[config.mk]
export PLATFORM = sky130hd
export DESIGN_NAME = partition_fit_allocator
export DESIGN_NICKNAME = d
export VERILOG_FILES = /design/src/hdl/pfa_pkg.sv /design/src/hdl/pfa_ctrl.sv /design/src/hdl/pfa_datapath.sv /design/src/hdl/partition_fit_allocator.sv
export SDC_FILE = /design/constraint.sdc
export NUM_CORES = 1
export LEC_CHECK = 0
export BUFFER_PORTS_ARGS = -buffer_cell sky130_fd_sc_hd__buf_4
export CAP_MARGIN = 20
export CORE_UTILIZATION = 40
export DETAILED_ROUTE_END_ITERATION = 10
export PLACE_DENSITY_LB_ADDON = 0.2
export SETUP_SLACK_MARGIN = 0.15
export SYNTH_ARGS = -nofsm -noshare
export SYNTH_HDL_FRONTEND = slang
export SYNTH_HIERARCHICAL = 1
export SYNTH_SLANG_ARGS = --single-unit
[constraint.sdc]
create_clock -name i_clk -period 5.4 [get_ports i_clk]
set_input_delay 0.27 -clock i_clk [delete_from_list [all_inputs] [get_ports i_clk]]
set_output_delay 0.27 -clock i_clk [all_outputs]
set_load 0.01 [all_outputs]
[src/hdl/pfa_pkg.sv]
// Shared definitions for the partition fit allocator.
// Holds table sizes, request and policy codes, and the controller/datapath structs.
// Depends on nothing; every other file refers to it by scoped names.
`timescale 1ns / 1ps

package pfa_pkg;

    // Table geometry and field widths.
    localparam int MAX_BLOCKS = 16;
    localparam int SIZE_BITS  = 16;
    localparam int IDX_W      = $clog2(MAX_BLOCKS);
    localparam int CNT_W      = $clog2(MAX_BLOCKS + 1);
    localparam int BIU_W      = 5;
    localparam int POLICY_W   = 2;
    localparam int TYPE_W     = 2;
    localparam int SLOT_W     = 4;
    localparam int AMOUNT_W   = 16;
    localparam int CFG_IDX_W  = 1;
    localparam int CFG_DATA_W = 5;

    // Configuration register indexes.
    localparam logic [CFG_IDX_W-1:0] CFG_FIT_POLICY    = 1'd0;
    localparam logic [CFG_IDX_W-1:0] CFG_BLOCKS_IN_USE = 1'd1;

    // Reset value of the number of partitions searched.
    localparam logic [BIU_W-1:0] BLOCKS_RESET = BIU_W'(MAX_BLOCKS);

    // Item kinds; the fourth code is unused and produces an empty result.
    typedef enum logic [TYPE_W-1:0] {
        REQ_LOAD    = 2'd0,
        REQ_ALLOC   = 2'd1,
        REQ_RESTORE = 2'd2
    } t_req_type;

    // Placement policies.
    typedef enum logic [POLICY_W-1:0] {
        POL_FIRST = 2'd0,
        POL_NEXT  = 2'd1,
        POL_BEST  = 2'd2,
        POL_WORST = 2'd3
    } t_policy;

    // Commands from the controller to the datapath.
    typedef struct packed {
        logic capture;    // register the accepted item
        logic start;      // set up a scan or restore sweep
        logic step;       // advance the sweep by one entry
        logic load_wr;    // write a loaded partition size
        logic update_wr;  // shrink the granted partition
        logic out_load;   // place the result in the output register
    } t_dp_cmd;

    // Status from the datapath to the controller.
    typedef struct packed {
        logic [TYPE_W-1:0] req_type;
        logic              scan_done;
        logic              found;
        logic              out_free;
    } t_dp_sts;

endpackage

[src/hdl/pfa_ctrl.sv]
// Controller state machine of the partition fit allocator.
// Sequences item capture, table sweeps, the size update and the result transfer.
// Depends on pfa_pkg for the command and status structs and request codes.
`timescale 1ns / 1ps

module pfa_ctrl (
    input  logic                          i_clk,
    input  logic                          i_rst_n,
    input  logic                          i_in_valid,
    input  logic [pfa_pkg::TYPE_W-1:0]    i_req_type,
    output logic                          o_in_ready,
    input  pfa_pkg::t_dp_sts              i_sts,
    output pfa_pkg::t_dp_cmd              o_cmd
);

    typedef enum logic [5:0] {
        ST_IDLE   = 6'b000001,
        ST_LOAD   = 6'b000010,
        ST_START  = 6'b000100,
        ST_SCAN   = 6'b001000,
        ST_UPDATE = 6'b010000,
        ST_FINISH = 6'b100000
    } t_state;

    t_state r_state;
    t_state n_state;
    logic   accept;

    assign o_in_ready = (r_state == ST_IDLE);
    assign accept     = i_in_valid && o_in_ready;

    // Next state and command decode.
    always_comb begin
        n_state = r_state;
        o_cmd   = '0;
        unique case (r_state)
            ST_IDLE: begin
                if (accept) begin
                    o_cmd.capture = 1'b1;
                    if (i_req_type == pfa_pkg::REQ_LOAD) begin
                        n_state = ST_LOAD;
                    end else if (i_req_type == pfa_pkg::REQ_ALLOC ||
                                 i_req_type == pfa_pkg::REQ_RESTORE) begin
                        n_state = ST_START;
                    end else begin
                        n_state = ST_FINISH;
                    end
                end
            end
            ST_LOAD: begin
                o_cmd.load_wr = 1'b1;
                n_state       = ST_FINISH;
            end
            ST_START: begin
                o_cmd.start = 1'b1;
                n_state     = ST_SCAN;
            end
            ST_SCAN: begin
                if (i_sts.scan_done) begin
                    if (i_sts.req_type == pfa_pkg::REQ_ALLOC && i_sts.found) begin
                        n_state = ST_UPDATE;
                    end else begin
                        n_state = ST_FINISH;
                    end
                end else begin
                    o_cmd.step = 1'b1;
                end
            end
            ST_UPDATE: begin
                o_cmd.update_wr = 1'b1;
                n_state         = ST_FINISH;
            end
            ST_FINISH: begin
                // Wait here only while an earlier result is still unclaimed.
                if (i_sts.out_free) begin
                    o_cmd.out_load = 1'b1;
                    n_state        = ST_IDLE;
                end
            end
            default: begin
                n_state = ST_IDLE;
            end
        endcase
    end

    // State register.
    always_ff @(posedge i_clk) begin
        if (!i_rst_n) begin
            r_state <= ST_IDLE;
        end else begin
            r_state <= n_state;
        end
    end

endmodule

[src/hdl/pfa_datapath.sv]
// Datapath of the partition fit allocator: size tables, sweep counters,
// fit comparison, next-fit pointer and the output register.
// Depends on pfa_pkg; driven by pfa_ctrl through command and status structs.
`timescale 1ns / 1ps

module pfa_datapath (
    input  logic                            i_clk,
    input  logic                            i_rst_n,
    input  pfa_pkg::t_dp_cmd                i_cmd,
    output pfa_pkg::t_dp_sts                o_sts,
    input  logic [pfa_pkg::TYPE_W-1:0]      i_req_type,
    input  logic [pfa_pkg::SLOT_W-1:0]      i_slot,
    input  logic [pfa_pkg::AMOUNT_W-1:0]    i_amount,
    input  logic [pfa_pkg::POLICY_W-1:0]    i_fit_policy,
    input  logic [pfa_pkg::CNT_W-1:0]       i_active,
    input  logic                            i_out_ready,
    output logic                            o_out_valid,
    output logic                            o_granted,
    output logic [pfa_pkg::SLOT_W-1:0]      o_chosen_slot,
    output logic [pfa_pkg::AMOUNT_W-1:0]    o_space_left
);

    localparam int IW = pfa_pkg::IDX_W;
    localparam int CW = pfa_pkg::CNT_W;
    localparam int SW = pfa_pkg::SIZE_BITS;

    // Size tables, one write and one registered read port each.
    logic [SW-1:0] r_orig_mem [pfa_pkg::MAX_BLOCKS];
    logic [SW-1:0] r_rem_mem  [pfa_pkg::MAX_BLOCKS];
    logic [SW-1:0] r_orig_q;
    logic [SW-1:0] r_rem_q;

    // Captured item.
    logic [pfa_pkg::TYPE_W-1:0] r_type;
    logic [IW-1:0]              r_slot;
    logic [SW-1:0]              r_req;

    // Sweep state.
    logic [CW-1:0] r_limit;
    logic [CW-1:0] r_issued;
    logic [IW-1:0] r_pos;
    logic [IW-1:0] r_q_idx;
    logic          r_q_vld;

    // Search result and next-fit pointer.
    logic          r_found;
    logic [IW-1:0] r_pick;
    logic [SW-1:0] r_pick_size;
    logic [IW-1:0] r_next_ptr;

    // Output register.
    logic                         r_out_valid;
    logic                         r_res_granted;
    logic [pfa_pkg::SLOT_W-1:0]   r_res_slot;
    logic [pfa_pkg::AMOUNT_W-1:0] r_res_space;

    logic          is_alloc;
    logic          is_restore;
    logic [IW-1:0] pos_next;
    logic [SW-1:0] new_size;
    logic          fits;
    logic          take;
    logic          orig_we;
    logic          rem_we;
    logic [IW-1:0] rem_addr;
    logic [SW-1:0] rem_data;
    logic          granted_now;

    assign is_alloc   = (r_type == pfa_pkg::REQ_ALLOC);
    assign is_restore = (r_type == pfa_pkg::REQ_RESTORE);
    assign pos_next   = ((CW'(r_pos) + CW'(1)) == r_limit) ? '0 : r_pos + IW'(1);
    assign new_size   = r_pick_size - r_req;

    // Fit decision for the entry whose size has just been read.
    assign fits = (r_rem_q >= r_req);
    always_comb begin
        unique case (pfa_pkg::t_policy'(i_fit_policy))
            pfa_pkg::POL_FIRST,
            pfa_pkg::POL_NEXT:  take = fits && !r_found;
            pfa_pkg::POL_BEST:  take = fits && (!r_found || r_rem_q < r_pick_size);
            pfa_pkg::POL_WORST: take = fits && (!r_found || r_rem_q > r_pick_size);
            default:            take = 1'b0;
        endcase
    end

    // Table write selection: load, granted update, or restore copy.
    assign orig_we = i_cmd.load_wr;
    assign rem_we  = i_cmd.load_wr || i_cmd.update_wr ||
                     (i_cmd.step && r_q_vld && is_restore);
    always_comb begin
        priority if (i_cmd.load_wr) begin
            rem_addr = r_slot;
            rem_data = r_req;
        end else if (i_cmd.update_wr) begin
            rem_addr = r_pick;
            rem_data = new_size;
        end else begin
            rem_addr = r_q_idx;
            rem_data = r_orig_q;
        end
    end

    always_ff @(posedge i_clk) begin
        if (orig_we) begin
            r_orig_mem[r_slot] <= r_req;
        end
        r_orig_q <= r_orig_mem[r_pos];
    end

    always_ff @(posedge i_clk) begin
        if (rem_we) begin
            r_rem_mem[rem_addr] <= rem_data;
        end
        r_rem_q <= r_rem_mem[r_pos];
    end

    // Item capture.
    always_ff @(posedge i_clk) begin
        if (i_cmd.capture) begin
            r_type <= i_req_type;
            r_slot <= IW'(i_slot);
            r_req  <= SW'(i_amount);
        end
    end

    // Sweep counters and search bookkeeping.
    always_ff @(posedge i_clk) begin
        if (!i_rst_n) begin
            r_q_vld    <= 1'b0;
            r_found    <= 1'b0;
            r_next_ptr <= '0;
            r_issued   <= '0;
            r_limit    <= '0;
        end else if (i_cmd.start) begin
            r_issued <= '0;
            r_q_vld  <= 1'b0;
            r_found  <= 1'b0;
            if (is_restore) begin
                r_limit    <= CW'(pfa_pkg::MAX_BLOCKS);
                r_pos      <= '0;
                r_next_ptr <= '0;
            end else begin
                r_limit <= i_active;
                if (i_fit_policy == pfa_pkg::POL_NEXT && CW'(r_next_ptr) < i_active) begin
                    r_pos <= r_next_ptr;
                end else begin
                    r_pos <= '0;
                end
            end
        end else if (i_cmd.step) begin
            if (r_issued != r_limit) begin
                r_q_vld  <= 1'b1;
                r_q_idx  <= r_pos;
                r_pos    <= pos_next;
                r_issued <= r_issued + CW'(1);
            end else begin
                r_q_vld <= 1'b0;
            end
            if (r_q_vld && is_alloc && take) begin
                r_found     <= 1'b1;
                r_pick      <= r_q_idx;
                r_pick_size <= r_rem_q;
            end
        end else if (i_cmd.update_wr && i_fit_policy == pfa_pkg::POL_NEXT) begin
            r_next_ptr <= r_pick;
        end
    end

    // Output register: a finished result waits here until transferred.
    assign granted_now = is_alloc && r_found;
    always_ff @(posedge i_clk) begin
        if (!i_rst_n) begin
            r_out_valid <= 1'b0;
        end else if (i_cmd.out_load) begin
            r_out_valid <= 1'b1;
        end else if (i_out_ready) begin
            r_out_valid <= 1'b0;
        end
    end

    always_ff @(posedge i_clk) begin
        if (i_cmd.out_load) begin
            r_res_granted <= granted_now;
            r_res_slot    <= granted_now ? pfa_pkg::SLOT_W'(r_pick) : '0;
            r_res_space   <= granted_now ? pfa_pkg::AMOUNT_W'(new_size) : '0;
        end
    end

    assign o_out_valid   = r_out_valid;
    assign o_granted     = r_res_granted;
    assign o_chosen_slot = r_res_slot;
    assign o_space_left  = r_res_space;

    // Status back to the controller.
    assign o_sts.req_type  = r_type;
    assign o_sts.scan_done = (r_issued == r_limit) && !r_q_vld;
    assign o_sts.found     = r_found;
    assign o_sts.out_free  = !r_out_valid || i_out_ready;

endmodule

[src/hdl/partition_fit_allocator.sv]
// Partition fit allocator: input and output channels use valid/ready; a transfer
// happens on a rising edge with both high. Each input item yields one result.
// A load item sets a partition's original and remaining size; a restore item
// copies every original size back and clears the next-fit pointer; an allocate
// item searches partitions 0 to blocks_in_use-1, at most 0 to 15, by fit_policy
// and shrinks the granted one. Configuration is written through
// i_cfg_we/i_cfg_index/i_cfg_wdata only while the block is idle; the user must
// keep to this, as the block itself does not enforce it. Each size table has a
// single read port, so a sweep reads and compares one partition per cycle. One
// item is in work at a time; a new item is taken once the previous result sits
// in the output register.
// If the receiver stalls, the result holds in the output register; the next
// item is still accepted and worked, then waits until the register frees.
// Synchronous reset clears the control state, sets fit_policy to first fit,
// blocks_in_use to 16 and the next-fit pointer to 0; the size tables are not
// cleared and must be loaded before use.
// Depends on pfa_pkg, pfa_ctrl and pfa_datapath.
`timescale 1ns / 1ps

module partition_fit_allocator (
    input  logic                              i_clk,
    input  logic                              i_rst_n,
    input  logic                              i_in_valid,
    output logic                              o_in_ready,
    input  logic [pfa_pkg::TYPE_W-1:0]        i_req_type,
    input  logic [pfa_pkg::SLOT_W-1:0]        i_slot,
    input  logic [pfa_pkg::AMOUNT_W-1:0]      i_amount,
    output logic                              o_out_valid,
    input  logic                              i_out_ready,
    output logic                              o_granted,
    output logic [pfa_pkg::SLOT_W-1:0]        o_chosen_slot,
    output logic [pfa_pkg::AMOUNT_W-1:0]      o_space_left,
    input  logic                              i_cfg_we,
    input  logic [pfa_pkg::CFG_IDX_W-1:0]     i_cfg_index,
    input  logic [pfa_pkg::CFG_DATA_W-1:0]    i_cfg_wdata
);

    logic [pfa_pkg::POLICY_W-1:0] r_fit_policy;
    logic [pfa_pkg::BIU_W-1:0]    r_blocks;
    logic [pfa_pkg::CNT_W-1:0]    active;
    pfa_pkg::t_dp_cmd             cmd;
    pfa_pkg::t_dp_sts             sts;

    // Configuration registers.
    always_ff @(posedge i_clk) begin
        if (!i_rst_n) begin
            r_fit_policy <= pfa_pkg::POL_FIRST;
            r_blocks     <= pfa_pkg::BLOCKS_RESET;
        end else if (i_cfg_we) begin
            unique case (i_cfg_index)
                pfa_pkg::CFG_FIT_POLICY:    r_fit_policy <= i_cfg_wdata[pfa_pkg::POLICY_W-1:0];
                pfa_pkg::CFG_BLOCKS_IN_USE: r_blocks     <= i_cfg_wdata[pfa_pkg::BIU_W-1:0];
                default: ;
            endcase
        end
    end

    // Number of partitions searched, saturated at the table depth.
    assign active = (r_blocks > pfa_pkg::BIU_W'(pfa_pkg::MAX_BLOCKS)) ?
                    pfa_pkg::CNT_W'(pfa_pkg::MAX_BLOCKS) : pfa_pkg::CNT_W'(r_blocks);

    pfa_ctrl u_ctrl (
        .i_clk      (i_clk),
        .i_rst_n    (i_rst_n),
        .i_in_valid (i_in_valid),
        .i_req_type (i_req_type),
        .o_in_ready (o_in_ready),
        .i_sts      (sts),
        .o_cmd      (cmd)
    );

    pfa_datapath u_datapath (
        .i_clk         (i_clk),
        .i_rst_n       (i_rst_n),
        .i_cmd         (cmd),
        .o_sts         (sts),
        .i_req_type    (i_req_type),
        .i_slot        (i_slot),
        .i_amount      (i_amount),
        .i_fit_policy  (r_fit_policy),
        .i_active      (active),
        .i_out_ready   (i_out_ready),
        .o_out_valid   (o_out_valid),
        .o_granted     (o_granted),
        .o_chosen_slot (o_chosen_slot),
        .o_space_left  (o_space_left)
    );

`ifndef NO_ASSERTIONS
    // One item at a time: an input transfer closes the input side next cycle.
    a_one_item: assert property (@(posedge i_clk) disable iff (!i_rst_n)
        (i_in_valid && o_in_ready) |=> !o_in_ready)
        else $error("input accepted twice in a row");

    // A granted partition lies inside the searched range.
    a_grant_range: assert property (@(posedge i_clk) disable iff (!i_rst_n)
        (o_out_valid && o_granted) |-> (pfa_pkg::CNT_W'(o_chosen_slot) < active))
        else $error("granted partition outside the searched range");

    // A result without a grant carries zero slot and size.
    a_empty_result: assert property (@(posedge i_clk) disable iff (!i_rst_n)
        (o_out_valid && !o_granted) |-> (o_chosen_slot == '0 && o_space_left == '0))
        else $error("non-granted result carries data");
`endif

endmodule

==> summary.md <==
| Metric | Value |
|---|---|
| Clock root buffer | clkbuf_16 |
| EDFF count, synth | roughly 600 |
| Leading cell types by count after synthesis | edfxtp_1, mux2i_1, nand2_1, o21ai_0, a21oi_1 |
| Syn_nets | around 1.8k |
| Final period util | 0.709 |
| Num CTS Buffers | between 70 and 80 |
| Top-count cell post-synth | edfxtp_1 |
| Routed WL per cell | around 25 um |
| Setup crit end kind | register |
| Routed Wire Length | about 67000 um |
| FF/Latch Area | between 15000 and 20000 um2 |
| Boundary pin count | 56 |
| Post-route insts no fill | 2705 |
| H-tree depth | 3 |
| Post-synth cell types | between 60 and 70 |
| MaxCap Viol Count | 0 |
| Synth async-reset ratio | 0 |
| Slew Viols, Final | 0 |
| Post-Place Cells | ~2.5k |
| Hpwl dp | 43200 um |
| First-pass GRT wire length | between 90000 and 100000 um |
| Fin. Hold Viols | 0 |
| Final Hold Slack | between 0.03 and 0.04 ns |
| Largest cells by area after synthesis | edfxtp_1, mux4_2, dfxtp_1 |
| WP data arrival | 4.09 ns |
| Vias/cell | ~5.6 |
| CP startpoint kind | register |
| Required time of the critical path | around 5.7 ns |
| Die extent in x | approximately 260 um |
| Number of global-route vias before repair | around 15k |
| CTS sink count | between 600 and 700 |
| Post-route DRC | 0 |
| Initial core utilization | 0.408 |
| Die ar. | just under 70000 um2 |
| Min Tclk post-route | 3.83 ns |
| Area Overhead vs Synth | 16.2% |
| Setup CP Type | reg2reg |
| RSZ-0062 raised after global routing | no |
| Final Cell Area | 30800 um2 |
| Chip height | about 260 um |
| Pwr dens | roughly 340 nW/um2 |
| Status | finished, final reports clean |
| Multi-input gate area | 7330 um2 |
| Core Area | ~65000 um2 |
| Routability Congestion | a little over 0.9 |
| Hold WC Path Type | in2reg |
| CTS max path bufs | 3 |
| TNS Setup | 0 ns |
| Diode count | 0 |
| Pleak | approximately 11 nW |
| Fillers | about 5.6k |
| ANT nets after route | 0 |
| Clock transition at path regs | 0.06 ns |
| Post-CTS setup buffers | 0 |
| Ratio of cells with drive above 1 in the final layout | 0.185 |
| Yosys reg bits | roughly 650 |
| Final worst slack | roughly 1.6 ns |
| Highest clock rate | between 200 and 300 MHz |
| Gr usage total | 0.202 |
| # rows | a little over 90 |
| Worst slew pin tran | 1.09 ns |
| Post-Syn Instances | between 1.5k and 2k |
| Mapped cell area | 26500 um2 |
| Final setup viols | 0 |
| Gr ovfl total | 0 |
| Yosys top cell by area | edfxtp_1 |
| Setup slack after placement | about 1.7 ns |
| Nets | about 1.9k |
| Clk_lat worst skew | between 0.6 and 0.7 ns |
| Pin count of the biggest net entering global routing | approximately 110 |
| Vias | around 15k |
| Fin Clk Skew | around 0.040 ns |
| CP Max Fanout | 19 |
| Yosys warning count | 6 |
| Rel. slew slack | 0.273 |
| Synthesized area per cell | about 16 um2 |
| Peak supply drop | ~0.19 mV |
| Register area share after synthesis | 0.708 |
| Port-buffer cells | between 50 and 60 |
| DP Area | between 20000 and 30000 um2 |
| Iteration-0 DRC Markers | about 1.2k |
| Post-synth top area share | 0.661 |
| Initial antenna violation count | 0 |
| Synth Flop Type | edfxtp_1 |
| CTS tree | yes |
| DRT Pass-1 Iters | 5 |
## area by class of cell
type,instances,share of cell area
clock buffers,89,0.0616
clock inverters,38,0.0123
inverters,53,0.00646
multi-input cells,890,0.238
flip-flops and latches,645,0.609
well taps,855,0.0348
repair buffers,135,0.0376
## per-stage QoR
| step | utilization | power, mW |
|---|---|---|
| 4_1_cts | 0.473 | 10.7 |
| 6_report | 0.474 | 10.6 |
| 3_5_place_dp | 0.433 | 5.99 |
| 2_1_floorplan | - | 5.81 |
| 3_3_place_gp | 0.433 | 5.99 |
| 5_1_grt | 0.474 | 10.9 |
## layer usage
layer | track usage | up-vias | part of all wire
li1 | - | 6781 | -
met1 | 0.290 | 7788 | 0.46
met2 | 0.319 | 449 | 0.47
met3 | 0.0325 | 86 | 0.054
met4 | 0.0513 | 0 | 0.018
met5 | 0 | - | 0
## where the power goes
part / internal, mW / total, mW / switching (mW)
logic: 0.134 / 0.360 / 0.225
registers: 5.48 / 5.55 / 0.0707
clock network: 2.74 / 4.69 / 1.94
## flip-flops by register name, indices dropped and copies added, names as in the netlist, 4 cells and up
register,flops
u_datapath/r_issued,5
u_datapath/r_rem_q,16
u_datapath/r_pick,4
u_datapath/r_req,16
u_datapath/r_pos,4
u_ctrl/r_state,6
u_datapath/r_rem_mem,256
u_datapath/r_limit,5
u_datapath/r_orig_q,16
u_datapath/r_slot,4
u_datapath/r_q_idx,4
u_datapath/r_pick_size,16
u_datapath/o_chosen_slot,4
u_datapath/o_space_left,16
u_datapath/r_orig_mem,256
u_datapath/r_next_ptr,4
r_blocks,5
## worst paths after layout
path	slack [ns]	to	startpoint	cells after the start
max	1.57	u_datapath/r_rem_mem[0][7]$_DFFE_PP_	u_datapath/r_req[1]$_DFFE_PP_	8
max reg2reg	1.57	u_datapath/r_rem_mem[0][7]$_DFFE_PP_	u_datapath/r_req[1]$_DFFE_PP_	8
min	0.03	r_blocks[4]$_SDFFE_PN1P_	i_rst_n	2
min reg2reg	0.43	u_datapath/r_pick_size[0]$_DFFE_PP_	u_datapath/r_rem_q[0]$_DFF_P_	0
## critical path, cell delays in order, from the launching register on
cell and delay, ns:
edfxtp_1 0.74, inv_1 0.16, ha_1 0.34, nor2b_1 0.15
o31a_1 0.34, o21a_1 0.32, o21a_1 0.25, or4_1 0.47
nand3_1 0.70
## cells in the final DEF, fill, tap and decap left out, types with 40 or more instances in the layout
cell type / n
edfxtp_1: 583
mux2i_1: 120
nand2_1: 110
buf_4: 99
o21ai_0: 90
clkbuf_16: 72
a21oi_1: 66
mux4_2: 64
dfxtp_1: 62
ha_1: 54
inv_1: 53
a22oi_1: 40
## cell families (layout without fill, tap and decap cells)
| kind of cell | after synthesis | count (layout) | share of synthesized area |
|---|---|---|---|
| fa+ha+maj | 55 | 55 | 0.0263 |
| xor+xnor | 21 | 21 | 0.00695 |
| buf+inv | 127 | 315 | 0.0200 |
| simple gates | 307 | 307 | 0.0565 |
| compound gates | 301 | 301 | 0.0729 |
| flops | 645 | 645 | 0.708 |
| mux | 206 | 206 | 0.109 |
## what timing repair did
item | CTS | global route
hold endpoints to repair | 30 | 0
gates resized for setup | 0 | 0
hold buffers | 31 | 0
Note: power is estimated with default switching activity, not from simulation.
